### src/sv/pic8259_pkg.sv
// ----------------------------------------------------------------------------
// pic8259_pkg
// shared types and constants of the 8-line interrupt controller
// ----------------------------------------------------------------------------
package pic8259_pkg;

  localparam int unsigned LINE_W = 8;

  typedef enum logic [1:0] {
    CMD_WRITE  = 2'd0,
    CMD_READ   = 2'd1,
    CMD_SAMPLE = 2'd2,
    CMD_ACK    = 2'd3
  } cmd_t;

  // init word sequencer, one-hot
  typedef enum logic [3:0] {
    INIT_READY = 4'b0001,
    INIT_ICW2  = 4'b0010,
    INIT_ICW3  = 4'b0100,
    INIT_ICW4  = 4'b1000
  } init_t;

  // command byte decode
  localparam int unsigned ICW1_BIT = 4;
  localparam int unsigned IC4_BIT  = 0;
  localparam int unsigned SNGL_BIT = 1;
  localparam int unsigned OCW3_BIT = 3;
  localparam int unsigned RR_BIT   = 1;
  localparam int unsigned RIS_BIT  = 0;

  localparam logic [2:0] OCW2_NSEOI = 3'b001;
  localparam logic [2:0] OCW2_SEOI  = 3'b011;
  localparam logic [2:0] SPUR_LINE  = 3'd7;

  localparam logic [LINE_W-1:0] MASK_RESET = 8'hFF;

  typedef struct packed {
    cmd_t              cmd;
    logic              port_sel;
    logic [LINE_W-1:0] wdata;
    logic [LINE_W-1:0] lines;
  } item_t;

  typedef struct packed {
    logic [LINE_W-1:0] rdata;
    logic              int_request;
    logic [7:0]        vector;
    logic              spurious;
    logic              init_busy;
  } result_t;

  typedef struct packed {
    logic       valid;
    logic [2:0] line;
  } win_t;

endpackage

### src/sv/pic8259_prio.sv
// ----------------------------------------------------------------------------
// pic8259_prio
// fixed-priority resolver, line 0 highest, in-service lines block lower ones
// ----------------------------------------------------------------------------
module pic8259_prio (
  input  logic [pic8259_pkg::LINE_W-1:0] irr,
  input  logic [pic8259_pkg::LINE_W-1:0] imr,
  input  logic [pic8259_pkg::LINE_W-1:0] isr,
  input  logic                           busy,
  output pic8259_pkg::win_t              win
);

  logic [pic8259_pkg::LINE_W-1:0] pend;
  logic [pic8259_pkg::LINE_W-1:0] isr_low;
  logic [pic8259_pkg::LINE_W-1:0] above;
  logic [pic8259_pkg::LINE_W-1:0] elig;

  // lines strictly above the highest-priority in-service line (all when none)
  assign pend    = irr & ~imr;
  assign isr_low = isr & (~isr + 8'd1);
  assign above   = isr_low - 8'd1;
  assign elig    = pend & above;

  always_comb begin
    win.valid = !busy && (elig != '0);
    win.line  = 3'd0;
    for (int i = pic8259_pkg::LINE_W - 1; i >= 0; i--) begin
      if (elig[i]) begin
        win.line = 3'(i);
      end
    end
  end

endmodule

### src/sv/pic8259_core.sv
// ----------------------------------------------------------------------------
// pic8259_core
// controller registers and the single-pass update for one transaction
// ----------------------------------------------------------------------------
module pic8259_core #(
  parameter int unsigned NUM_LINES = 8
) (
  input  logic                 clk,
  input  logic                 rst,
  input  logic                 advance,
  input  pic8259_pkg::item_t   item,
  output pic8259_pkg::result_t res
);

  localparam logic [pic8259_pkg::LINE_W-1:0] LineMask =
    pic8259_pkg::LINE_W'((16'd1 << NUM_LINES) - 16'd1);

  logic [pic8259_pkg::LINE_W-1:0] irr, irr_next;
  logic [pic8259_pkg::LINE_W-1:0] isr, isr_next;
  logic [pic8259_pkg::LINE_W-1:0] imr, imr_next;
  logic [4:0]                     vbase, vbase_next;
  pic8259_pkg::init_t             init_step, init_step_next;
  logic                           needs_icw4, needs_icw4_next;
  logic                           single_mode, single_mode_next;
  logic                           read_isr, read_isr_next;
  logic [pic8259_pkg::LINE_W-1:0] cascade_word, cascade_word_next;
  logic [pic8259_pkg::LINE_W-1:0] prev_lines, prev_lines_next;

  logic [pic8259_pkg::LINE_W-1:0] rising;
  logic [pic8259_pkg::LINE_W-1:0] win_bit;
  pic8259_pkg::win_t              win_now;
  pic8259_pkg::win_t              win_after;

  pic8259_prio u_prio_now (
    .irr  (irr),
    .imr  (imr),
    .isr  (isr),
    .busy (init_step != pic8259_pkg::INIT_READY),
    .win  (win_now)
  );

  pic8259_prio u_prio_after (
    .irr  (irr_next),
    .imr  (imr_next),
    .isr  (isr_next),
    .busy (init_step_next != pic8259_pkg::INIT_READY),
    .win  (win_after)
  );

  assign rising  = item.lines & ~prev_lines & LineMask;
  assign win_bit = 8'd1 << win_now.line;

  always_comb begin
    irr_next          = irr;
    isr_next          = isr;
    imr_next          = imr;
    vbase_next        = vbase;
    init_step_next    = init_step;
    needs_icw4_next   = needs_icw4;
    single_mode_next  = single_mode;
    read_isr_next     = read_isr;
    cascade_word_next = cascade_word;
    prev_lines_next   = prev_lines;
    res               = '0;

    unique case (item.cmd)
      pic8259_pkg::CMD_WRITE: begin
        if (!item.port_sel) begin
          if (item.wdata[pic8259_pkg::ICW1_BIT]) begin
            needs_icw4_next  = item.wdata[pic8259_pkg::IC4_BIT];
            single_mode_next = item.wdata[pic8259_pkg::SNGL_BIT];
            imr_next         = '0;
            irr_next         = '0;
            isr_next         = '0;
            read_isr_next    = 1'b0;
            init_step_next   = pic8259_pkg::INIT_ICW2;
          end else if (init_step == pic8259_pkg::INIT_READY) begin
            priority if (item.wdata[pic8259_pkg::OCW3_BIT]) begin
              if (item.wdata[pic8259_pkg::RR_BIT]) begin
                read_isr_next = item.wdata[pic8259_pkg::RIS_BIT];
              end
            end else if (item.wdata[7:5] == pic8259_pkg::OCW2_NSEOI) begin
              // clear highest-priority in-service bit
              isr_next = isr & ~(isr & (~isr + 8'd1));
            end else if (item.wdata[7:5] == pic8259_pkg::OCW2_SEOI) begin
              isr_next = isr & ~(8'd1 << item.wdata[2:0]);
            end else begin
              // other ocw2 codes leave the state alone
            end
          end
        end else begin
          unique case (init_step)
            pic8259_pkg::INIT_ICW2: begin
              vbase_next = item.wdata[7:3];
              if (!single_mode) begin
                init_step_next = pic8259_pkg::INIT_ICW3;
              end else if (needs_icw4) begin
                init_step_next = pic8259_pkg::INIT_ICW4;
              end else begin
                init_step_next = pic8259_pkg::INIT_READY;
              end
            end
            pic8259_pkg::INIT_ICW3: begin
              cascade_word_next = item.wdata;
              init_step_next    = needs_icw4 ? pic8259_pkg::INIT_ICW4
                                             : pic8259_pkg::INIT_READY;
            end
            pic8259_pkg::INIT_ICW4: begin
              init_step_next = pic8259_pkg::INIT_READY;
            end
            default: begin
              imr_next = item.wdata;
            end
          endcase
        end
      end
      pic8259_pkg::CMD_READ: begin
        if (item.port_sel) begin
          res.rdata = imr;
        end else begin
          res.rdata = read_isr ? isr : irr;
        end
      end
      pic8259_pkg::CMD_SAMPLE: begin
        irr_next        = (irr | rising) & item.lines;
        prev_lines_next = item.lines;
      end
      default: begin
        if (win_now.valid) begin
          isr_next   = isr | win_bit;
          irr_next   = irr & ~win_bit;
          res.vector = {vbase, win_now.line};
        end else begin
          res.vector   = {vbase, pic8259_pkg::SPUR_LINE};
          res.spurious = 1'b1;
        end
      end
    endcase

    res.int_request = win_after.valid;
    res.init_busy   = (init_step_next != pic8259_pkg::INIT_READY);
  end

  always_ff @(posedge clk) begin
    if (rst) begin
      irr          <= '0;
      isr          <= '0;
      imr          <= pic8259_pkg::MASK_RESET;
      vbase        <= '0;
      init_step    <= pic8259_pkg::INIT_READY;
      needs_icw4   <= 1'b0;
      single_mode  <= 1'b0;
      read_isr     <= 1'b0;
      cascade_word <= '0;
      prev_lines   <= '0;
    end else if (advance) begin
      irr          <= irr_next;
      isr          <= isr_next;
      imr          <= imr_next;
      vbase        <= vbase_next;
      init_step    <= init_step_next;
      needs_icw4   <= needs_icw4_next;
      single_mode  <= single_mode_next;
      read_isr     <= read_isr_next;
      cascade_word <= cascade_word_next;
      prev_lines   <= prev_lines_next;
    end
  end

endmodule

### src/sv/interrupt_controller_8259_top.sv
// ----------------------------------------------------------------------------
// interrupt_controller_8259_top
// single 8-line programmable interrupt controller with valid/ready channels
// ----------------------------------------------------------------------------
// Each input transaction is a bus write, a bus read, a sample of the request
// lines or an interrupt acknowledge, and yields exactly one result
// transaction. The block takes one transaction per clock cycle when the
// output side keeps up; a transaction passes an input register, then one
// pass of update logic writes the controller registers and the result
// register together, and the result register offers the result. The
// rate is set by that single update pass, which must finish before the next
// transaction reads the controller registers. A waiting result does not stop
// intake: one more transaction can sit in the input register behind it.
// Priority is fixed with line 0 highest; lines at or above NUM_LINES never
// latch a request.
module interrupt_controller_8259_top #(
  parameter int unsigned NUM_LINES = 8
) (
  input  logic       clk,
  input  logic       rst,
  input  logic       in_valid,
  output logic       in_ready,
  input  logic [1:0] cmd,
  input  logic       port_sel,
  input  logic [7:0] wdata,
  input  logic [7:0] request_lines,
  output logic       out_valid,
  input  logic       out_ready,
  output logic [7:0] rdata,
  output logic       int_request,
  output logic [7:0] vector,
  output logic       spurious,
  output logic       init_busy
);

  // input register
  logic                 s1_valid;
  pic8259_pkg::item_t   s1_item;
  // result register
  pic8259_pkg::result_t out_res;
  pic8259_pkg::result_t core_res;
  // transaction moves from input register into the result register
  logic                 advance;

  assign advance  = s1_valid && (!out_valid || out_ready);
  assign in_ready = !s1_valid || advance;

  always_ff @(posedge clk) begin
    if (rst) begin
      s1_valid <= 1'b0;
    end else if (in_ready) begin
      s1_valid <= in_valid;
    end
  end

  // payload needs no reset
  always_ff @(posedge clk) begin
    if (in_valid && in_ready) begin
      s1_item.cmd      <= pic8259_pkg::cmd_t'(cmd);
      s1_item.port_sel <= port_sel;
      s1_item.wdata    <= wdata;
      s1_item.lines    <= request_lines;
    end
  end

  // controller state and single-pass update
  pic8259_core #(
    .NUM_LINES (NUM_LINES)
  ) u_core (
    .clk     (clk),
    .rst     (rst),
    .advance (advance),
    .item    (s1_item),
    .res     (core_res)
  );

  always_ff @(posedge clk) begin
    if (rst) begin
      out_valid <= 1'b0;
    end else if (advance) begin
      out_valid <= 1'b1;
    end else if (out_ready) begin
      out_valid <= 1'b0;
    end
  end

  always_ff @(posedge clk) begin
    if (advance) begin
      out_res <= core_res;
    end
  end

  assign rdata       = out_res.rdata;
  assign int_request = out_res.int_request;
  assign vector      = out_res.vector;
  assign spurious    = out_res.spurious;
  assign init_busy   = out_res.init_busy;

`ifndef SYNTHESIS
  // a spurious acknowledge always hands out the line-7 vector
  a_spur_vec: assert property (@(posedge clk) disable iff (rst)
    out_valid && spurious |-> vector[2:0] == pic8259_pkg::SPUR_LINE)
    else $error("spurious result without line-7 vector");

  // interrupt output is held low while initialization is pending
  a_busy_noint: assert property (@(posedge clk) disable iff (rst)
    out_valid && init_busy |-> !int_request)
    else $error("interrupt raised during initialization");

  // a transaction that leaves the input register shows up as a result
  a_advance_out: assert property (@(posedge clk) disable iff (rst)
    advance |=> out_valid)
    else $error("transaction lost between input and result register");

  // empty input register never refuses a transaction
  a_intake: assert property (@(posedge clk) disable iff (rst)
    !s1_valid |-> in_ready)
    else $error("intake stalled with empty input register");
`endif

endmodule

### config.mk
export PLATFORM = sky130hd
export DESIGN_NAME = interrupt_controller_8259_top
export DESIGN_NICKNAME = d
export VERILOG_FILES = /design/src/sv/pic8259_pkg.sv /design/src/sv/pic8259_prio.sv /design/src/sv/pic8259_core.sv /design/src/sv/interrupt_controller_8259_top.sv
export SDC_FILE = /design/constraint.sdc
export NUM_CORES = 1
export LEC_CHECK = 0
export ABC_AREA = 1
export BUFFER_PORTS_ARGS = -buffer_cell sky130_fd_sc_hd__clkbuf_2
export CORE_MARGIN = 5
export CORE_UTILIZATION = 44
export DETAILED_ROUTE_END_ITERATION = 12
export PLACE_DENSITY = 0.64
export SLEW_MARGIN = 20
export SYNTH_ARGS = -nofsm -noshare
export SYNTH_HDL_FRONTEND = slang
export SYNTH_SLANG_ARGS = --single-unit
### constraint.sdc
create_clock -name clk -period 2.4 [get_ports clk]
set_input_delay 0.24 -clock clk [delete_from_list [all_inputs] [get_ports clk]]
set_output_delay 0.24 -clock clk [all_outputs]
set_load 0.005 [all_outputs]
* After elaboration in Yosys (flattened, before gate mapping)
Index checks and enable logic that the tools add are counted.
** Storage, ports and cells
- Word-level logic and storage cells :: 122
- Output and inout port bits :: 21
- Bits in registers :: 84
** Operators by class
- Eq/ne operators :: 10
- Reduce and logical (&&, ||, !) cells :: 24
- Bitwise logic cells :: 22
- Add/sub/neg operators :: 4
- Muxes and demuxes :: 40
- Shifts and indexed selects :: 2
** Operators with widths (number)
- two-way mux 8 bit :: 16
- AND 8 bit :: 11
- NOT 8 bit :: 8
- two-way mux 3 bit :: 9
- case mux 8 bit (3 select lines) :: 1
- two-way mux 4 bit :: 5
- adder 8 x 1 -> 8 bit, second input constant :: 2
- OR 8 bit :: 2
- case mux 8 bit (2 select lines) :: 1
- nonzero test 8 bit :: 2
- << shifter 1 x 3 -> 8 bit, first input constant :: 2
- subtractor 8 x 1 -> 8 bit, second input constant :: 2
- case mux 4 bit (3 select lines) :: 1
- != test 4 x 1 -> 1 bit, second input constant :: 2
- AND reduction 4 bit :: 2
- nonzero test 2 bit :: 4
- two-way mux 1 bit :: 7
- AND reduction 6 bit :: 1
- OR reduction 3 bit :: 2
- == test 4 x 1 -> 1 bit, second input constant :: 1
- == test 4 x 2 -> 1 bit, second input constant :: 1
- == test 4 x 3 -> 1 bit, second input constant :: 1
- == test 4 bit, second input constant :: 1
- logical AND 1 bit :: 4
- other kinds (10) :: 14

* Depth between registers and ports, before layout
Gate-level depths: netlist of run 1.
- Depth after elaboration :: 24
- Depth in mapped cells :: 21

* Hierarchy
From an unflattened synthesis of run 1, not the netlist that was laid out.
** Second synthesis, totals
- Cell total of the unflattened synthesis :: 657
- Area total of the unflattened synthesis :: 4678.2 um2
** By module, submodules not included
- pic8259_core :: cells an instance 509, times used 1, area an instance 3007.9 um2, seq. area each 880.8 um2
- interrupt_controller_8259_top :: cells an instance 50, times used 1, area an instance 1232.4 um2, seq. area each 1181.1 um2
- pic8259_prio :: cells an instance 49, times used 2, area an instance 219.0 um2, seq. area each 0.0 um2

* Worst setup path before layout of run 1
Ideal clock, no wire load.
- Kind :: flip-flop to flip-flop
- From :: register s1_item[17] in the netlist's numbering
- To :: register out_res (netlist bit int_request), data pin
- Data required time :: 2.151 ns
- Setup slack :: 0.266 ns
- Buffers on the path :: 0
- Stages on the path, launching flop included :: 18
- Data arrival time :: 1.885 ns
- Cell sequence :: edfxtp_1 inv_1 ha_1 inv_1 nor2_1 inv_1 a21oi_1 o21ai_0 nand2_1 nand2_1 nand2_1 nor2_2 nand2_1 nand2_1 nor2_1 nand4_1 nand2_1 inv_1
** RTL lines
- start, declared :: RTL line interrupt_controller_8259_top.sv:38 : pic8259_pkg::item_t s1_item;
- end signal, assigned :: RTL line interrupt_controller_8259_top.sv:89 : out_res <= core_res;
- end, declared :: RTL line interrupt_controller_8259_top.sv:40 : pic8259_pkg::result_t out_res;

==> flow_summary_export.csv, run 1 <==
group,metric,value,unit
outcome,status,"completed",
place,gp_congestion,1.004,
critical_path,crit_path_end_kind,"flip-flop",
global_route,track_usage,0.2203,
route,drc_errors,0,
clock_network,cts-htree-levels,3,
place,place_hpwl,10.25,mm
pwr,ir_worst_vdd,0.0003179,V
synthesis,synthesis.nets,602,
critical_path,arrival,2.54,ns
clock_network,hold_buffers,0,
clock_network,path_clk_slew,0.09,ns
timing,slew_headroom,0.6058,
timing,setup_viol,0,
synthesis,yosys_register_bits,84,
critical_path,worst_ep_required_time,2.54,ns
clock_network,root_buffer,"clkbuf_8",
synthesis,ys_seq_area_frac,0.4628,
place,place_area,5069,sq um
critical_path,r2r-start,"u_core.isr[4]",
route,wl,13.65,mm
critical_path,crit_slowest_cell,"dfxtp_2",
clock_network,cts_made_buffers,9,
finish,fillCellCount,983,
global_route,antenna_found_initial,0,
floorplanning,initial_utilization,0.4537,
synthesis,syn_area,4456,sq um
critical_path,reg2reg_depth,20,
timing,fin_ws,0.002452,ns
timing,fin_crit,2.398,ns
route,vias,4272,
timing,final-max-slew-violation-count,0,
timing,tightest_slew,0.5905,ns
finish,final_area,5445,sq um
clock_network,clock_path_buffers,2,
timing,final.setup.tns,0,ns
floorplanning,core_area,9819,sq um
synthesis,synth_top_flop_cell,"dfxtp_1",
finish,nets,685,
timing,fmax,417.1,MHz
critical_path,crit_family,"simple AND/OR/NAND/NOR gates",
global_route,grt_pass1_vias,4009,
finish,layout_commonest_cell,"inv_1",
finish,drive_gt1_frac,0.2356,
timing,rsz0062_at_grt,"true",
synthesis,postSynth.asyncResetShare,0,
place,portBuffers,43,
synthesis,yosys.area.top_type,"edfxtp_1",
critical_path,path_buf_inv,3,
finish,final_cell_mix,"inv_1 (100), nand2_1 (74), o21ai_0 (71), a21oi_1 (59), buf_4 (47)",
synthesis,synth_edf_count,38,
global_route,grt_pass1_wl,21.14,mm
critical_path,cp-start-kind,"flip-flop",
critical_path,startpoint,"u_core.isr[4]",
route,drtIter0Drc,398,
pwr,p_leak,2.493,nW
synthesis,netlist_instances,574,
floorplanning,io-pin-count,44,
critical_path,slowest_delay,0.45,ns
place,dp_slack,0.02289,ns
finish,n_antenna_cell,0,
floorplanning,die_y,110.6,microns
route,vias_per_cell,5.374,
pwr,p_per_area,636.1,nW/um^2
floorplanning,dieArea,12240,sq um
worst_hold_path,min_from,"request_lines[7]",
finish,syn_to_final_growth,22.21,%
timing,fin_crit_sh,0.9990,
route,ant_nets,0,
clock_network,cts_sinks,84,
synthesis,yosys-top-cells-area,"edfxtp_1 (26%), dfxtp_1 (21%), inv_1 (8.4%)",
timing,hold_viol,0,
synthesis,netlist.area_leader.share,0.2561,
timing,skew,0.008068,ns
clock_network,insertion_delay,0.38,ns
critical_path,worstSetupPathType,"reg -> reg",
synthesis,yosysWarnings,0,
timing,whs,0.03155,ns
finish,utilization,0.5545,
worst_hold_path,holdCritPathClass,"in -> reg",
worst_hold_path,holdPathStages,1,
synthesis,synth_cell_type_count,35,
critical_path,crit_path_cell_trace,"nor2_2 > nand2_1 > nor2_4 > buf_4 > inv_2 > nor2_2 > nand2_2 > nand2_1 > nand2_4 > nand4_1 > nand2_2 > nand2_2 > nand2_2 > nor2_2 > nand2_1 > nand2_1 > nor2_1 > nand4_1 > nand2_1 > inv_1",
route,wl_per_cell,17.17,microns
critical_path,cp.depth,20,
critical_path,critPathMaxFanout,7,
synthesis,synth.avg_cell_area,7.762,sq um
global_route,grt_max_degree,34,
critical_path,cp_common_cell,"nand2_1",
clock_network,cts_tree,"done",
route,drt_first_pass_iters,5,
floorplanning,rows,36,
floorplanning,die_w,110.6,microns
run,drv_cap,0,
global_route,overflow,0,
[layer usage]
| layer | vias up | GRT usage | share of wire |
|---|---|---|---|
| met4 | 0 | 0.09524 | 0.030 |
| met2 | 153 | 0.3358 | 0.45 |
| li1 | 2103 | - | - |
| met5 | - | 0 | 0 |
| met1 | 1989 | 0.3123 | 0.46 |
| met3 | 27 | 0.02954 | 0.059 |
[flip-flops by register name, indices dropped and copies added (netlist names)]
register	cells
init_busy	1
int_request	1
out_valid	1
rdata	8
s1_item	19
s1_valid	1
spurious	1
u_core.imr	8
u_core.init_step	4
u_core.irr	8
u_core.isr	8
u_core.needs_icw4	1
u_core.prev_lines	8
u_core.read_isr	1
u_core.single_mode	1
u_core.vbase	5
vector	8
[timing repair]
item | in CTS | in global routing
resized for setup | 0 | 25
gates cloned | 0 | 0
endpoints found under the setup margin | 1 | 1
pin swaps | 0 | 11
buffers inserted | 1 | 6
[Yosys cell counts, types with 4 or more instances]
| master | number |
|---|---|
| nor2_1 | 41 |
| nor2_4 | 4 |
| o22ai_1 | 14 |
| edfxtp_1 | 38 |
| nand3_1 | 27 |
| nor3_1 | 5 |
| nand4_1 | 12 |
| o211ai_1 | 13 |
| nor2_2 | 5 |
| o21ai_0 | 72 |
| inv_1 | 100 |
| ha_1 | 5 |
| a21oi_1 | 64 |
| inv_2 | 4 |
| dfxtp_1 | 46 |
| clkbuf_1 | 16 |
| nand2_1 | 78 |
| nand2_2 | 7 |
[where the power goes]
group          switching (mW)  internal (mW)
sequential             0.0527           1.58
combinational           0.371          0.206
clock                   0.560          0.696
total                   0.984           2.48
[kinds of logic after synthesis]
| group | synth area share |
|---|---|
| AOI/OAI and AO/OA | 0.2216 |
| adders and majority gates | 0.01404 |
| buffers and inverters | 0.1031 |
| DFF | 0.4628 |
| and+or+nand+nor | 0.1985 |
[metrics by stage]
| step | std cells | power (mW) |
|---|---|---|
| 2_1_floorplan | 574 | 1.972 |
| 3_3_place_gp | 772 | 2.200 |
| 3_5_place_dp | 772 | 2.204 |
| 4_1_cts | 789 | 3.448 |
| 5_1_grt | 795 | 3.605 |
| 6_report | 795 | 3.464 |
[cell type report]
cell class / instances / area (sq um) / share of cell area
repair buffers: 90 / 568.0 / 0.1043
clock inverters: 7 / 122.6 / 0.02252
well taps: 133 / 166.4 / 0.03056
multi-input cells: 368 / 2003 / 0.3679
clock buffers: 9 / 123.9 / 0.02275
flip-flops and latches: 84 / 2071 / 0.3803
inverters: 104 / 390.4 / 0.07169
[final timing paths]
| kind | end | slack, ns |
|---|---|---|
| min | s1_item[7] | 0.03 |
| min reg2reg | u_core.prev_lines[3] | 0.46 |
| max | int_request | 0.002 |
| max reg2reg | int_request | 0.002 |
[worst register-to-register path, stage by stage (launching register included)]
cell	delay [ns]
dfxtp_2	0.45
nor2_2	0.06
nand2_1	0.11
nor2_4	0.05
buf_4	0.13
inv_2	0.05
nor2_2	0.03
nand2_2	0.09
nand2_1	0.09
nand2_4	0.10
nand4_1	0.22
nand2_2	0.19
nand2_2	0.08
nand2_2	0.09
nor2_2	0.05
nand2_1	0.05
nand2_1	0.05
nor2_1	0.08
nand4_1	0.09
nand2_1	0.08
inv_1	0.03
Power figures use the tool's default switching activity.
==> inputs of run 2 (changes only) <==
Settings changed: SETUP_SLACK_MARGIN from default to 0.05.
==> run 2 against run 1 <==
  * Sequential power about the same
  * Via count increased by 0.49%
  * Clock power about the same
  * Flip-flop and latch count unchanged
  * Sequential share of layout area increased by 0.059 points
  * Count of clock-buffer cells in the layout unchanged
  * Cell count increased by 0.13%
  * Critical path type unchanged
  * Largest power group unchanged
  * Highest routed layer unchanged
==> flow_summary_export.csv, run 2 (synthesized netlist as in run 1, its figures left out) <==
group,metric,value,unit
worst_hold_path,holdPathStages,1,
finish,largest_register_ff_count,19,
critical_path,cp-start-kind,"flip-flop",
route,drtIter0Drc,368,
floorplanning,die_y,110.6,microns
floorplanning,initial_utilization,0.4537,
clock_network,hold_buffers,0,
finish,n_antenna_cell,0,
floorplanning,io-pin-count,44,
critical_path,reg2reg_depth,17,
pwr,ir_worst_vdd,0.0003175,V
finish,final_cell_mix,"inv_1 (100), nand2_1 (75), o21ai_0 (71), a21oi_1 (61), buf_4 (48)",
clock_network,clock_path_buffers,2,
place,place_hpwl,10.25,mm
timing,fin_ws,0.03246,ns
critical_path,worst_ep_required_time,2.54,ns
timing,slew_headroom,0.5856,
critical_path,r2r_slack,0.03,ns
clock_network,root_buffer,"clkbuf_8",
run,drv_cap,0,
clock_network,cts_tree,"done",
timing,hold_viol,0,
pwr,p_per_area,637.6,nW/um^2
finish,drive_gt1_frac,0.2278,
timing,fin_crit_sh,0.9865,
route,vias_per_cell,5.393,
floorplanning,core_area,9819,sq um
place,gp_congestion,1.004,
timing,setup_viol,0,
timing,fmax,422.4,MHz
finish,nets,686,
place,dp_slack,0.02289,ns
global_route,grt_pass1_vias,4041,
timing,rsz0062_at_grt,"true",
finish,top_register,"s1_item",
timing,fin_crit,2.368,ns
floorplanning,die_w,110.6,microns
clock_network,cts-htree-levels,3,
floorplanning,dieArea,12240,sq um
timing,skew,0.007642,ns
clock_network,cts_sinks,84,
critical_path,r2r-start,"u_core.init_step[3]",
critical_path,r2r_end,"int_request",
clock_network,insertion_delay,0.37,ns
clock_network,cts_made_buffers,9,
global_route,overflow,0,
outcome,status,"completed",
pwr,p_leak,2.491,nW
timing,tightest_slew,0.6208,ns
finish,utilization,0.5530,
global_route,antenna_found_initial,0,
critical_path,critPathMaxFanout,5,
global_route,track_usage,0.2210,
route,drt_first_pass_iters,6,
route,vias,4293,
worst_hold_path,min_from,"request_lines[7]",
critical_path,worstSetupPathType,"reg -> reg",
critical_path,crit_path_end_kind,"flip-flop",
global_route,grt_max_degree,34,
timing,whs,0.03468,ns
global_route,grt_pass1_wl,21.27,mm
timing,final-max-slew-violation-count,0,
critical_path,arrival,2.51,ns
route,wl,13.58,mm
floorplanning,rows,36,
route,wl_per_cell,17.06,microns
finish,layout_commonest_cell,"inv_1",
worst_hold_path,holdCritPathClass,"in -> reg",
worst_hold_path,min_to,"s1_item[7]",
finish,syn_to_final_growth,21.88,%
route,ant_nets,0,
route,drc_errors,0,
clock_network,path_clk_slew,0.09,ns
place,portBuffers,43,
run 2: timing repair:
| item | in CTS | in global routing |
|---|---|---|
| pin swaps | 5 | 12 |
| buffers inserted | 5 | 3 |
| cloned | 0 | 0 |
| resized for setup | 3 | 15 |
| setup endpoints to repair | 1 | 1 |
run 2: worst max-delay path by stage:
| stage | from | end | slack (ns) | depth (start not counted) |
|---|---|---|---|---|
| 2_1_floorplan | s1_item[17] | int_request | 0.27 | 17 |
| 3_3_place_gp | s1_item[15] | int_request | -0.03 | 15 |
| 3_5_place_dp | s1_item[18] | int_request | 0.02 | 16 |
| 4_1_cts | u_core.isr[5] | int_request | 0.05 | 20 |
| 5_1_grt | u_core.init_step[3] | int_request | -0.18 | 15 |
| 6_report | u_core.init_step[3] | int_request | 0.03 | 17 |
run 2: metal layers:
| layer | wire length (microns) | vias to the layer above | global-route usage | part of all wire |
|---|---|---|---|---|
| met5 | 0 | - | 0 | 0 |
| met4 | 411 | 0 | 0.09524 | 0.030 |
| met3 | 881 | 26 | 0.03228 | 0.065 |
| met2 | 6127 | 160 | 0.3386 | 0.45 |
| met1 | 6161 | 2000 | 0.3103 | 0.45 |
| li1 | - | 2107 | - | - |
run 2: metrics by stage:
stage / setup TNS (ns) / std cells / power, mW / area (sq um)
floorplan: 0 / 574 / 1.972 / 4456
global placement: -0.02666 / 772 / 2.200 / 5069
detailed placement: 0 / 772 / 2.204 / 5069
CTS: 0 / 793 / 3.456 / 5360
global route: -0.1770 / 796 / 3.606 / 5430
finish: 0 / 796 / 3.462 / 5430
run 2: power breakdown:
| group | internal [mW] | total [mW] | switching (mW) |
|---|---|---|---|
| Combinational | 0.208 | 0.577 | 0.369 |
| Sequential | 1.58 | 1.63 | 0.0524 |
| Clock | 0.696 | 1.26 | 0.560 |
run 2: area by class of cell:
class                           instances  area [sq um]
Multi-Input combinational cell        368          1983
Sequential cell                        84          2068
Clock inverter                          7         122.6
Timing Repair Buffer                   91         575.6
Clock buffer                            9         123.9
Fill cell                             990          4389
Inverter                              104         390.4
Tap cell                              133         166.4
run 2: critical path, stage by stage, from the launching register on:
cell	delay (ns)
dfxtp_1	0.32
inv_1	0.12
nand2_1	0.08
nor3_2	0.13
inv_1	0.19
buf_4	0.19
nor3_1	0.25
nand3_2	0.17
nand2_2	0.13
inv_2	0.05
nand2_2	0.07
nor2_2	0.05
nand2_1	0.05
nand2_1	0.05
nor2_1	0.08
nand4_1	0.10
nand2_1	0.07
inv_1	0.03
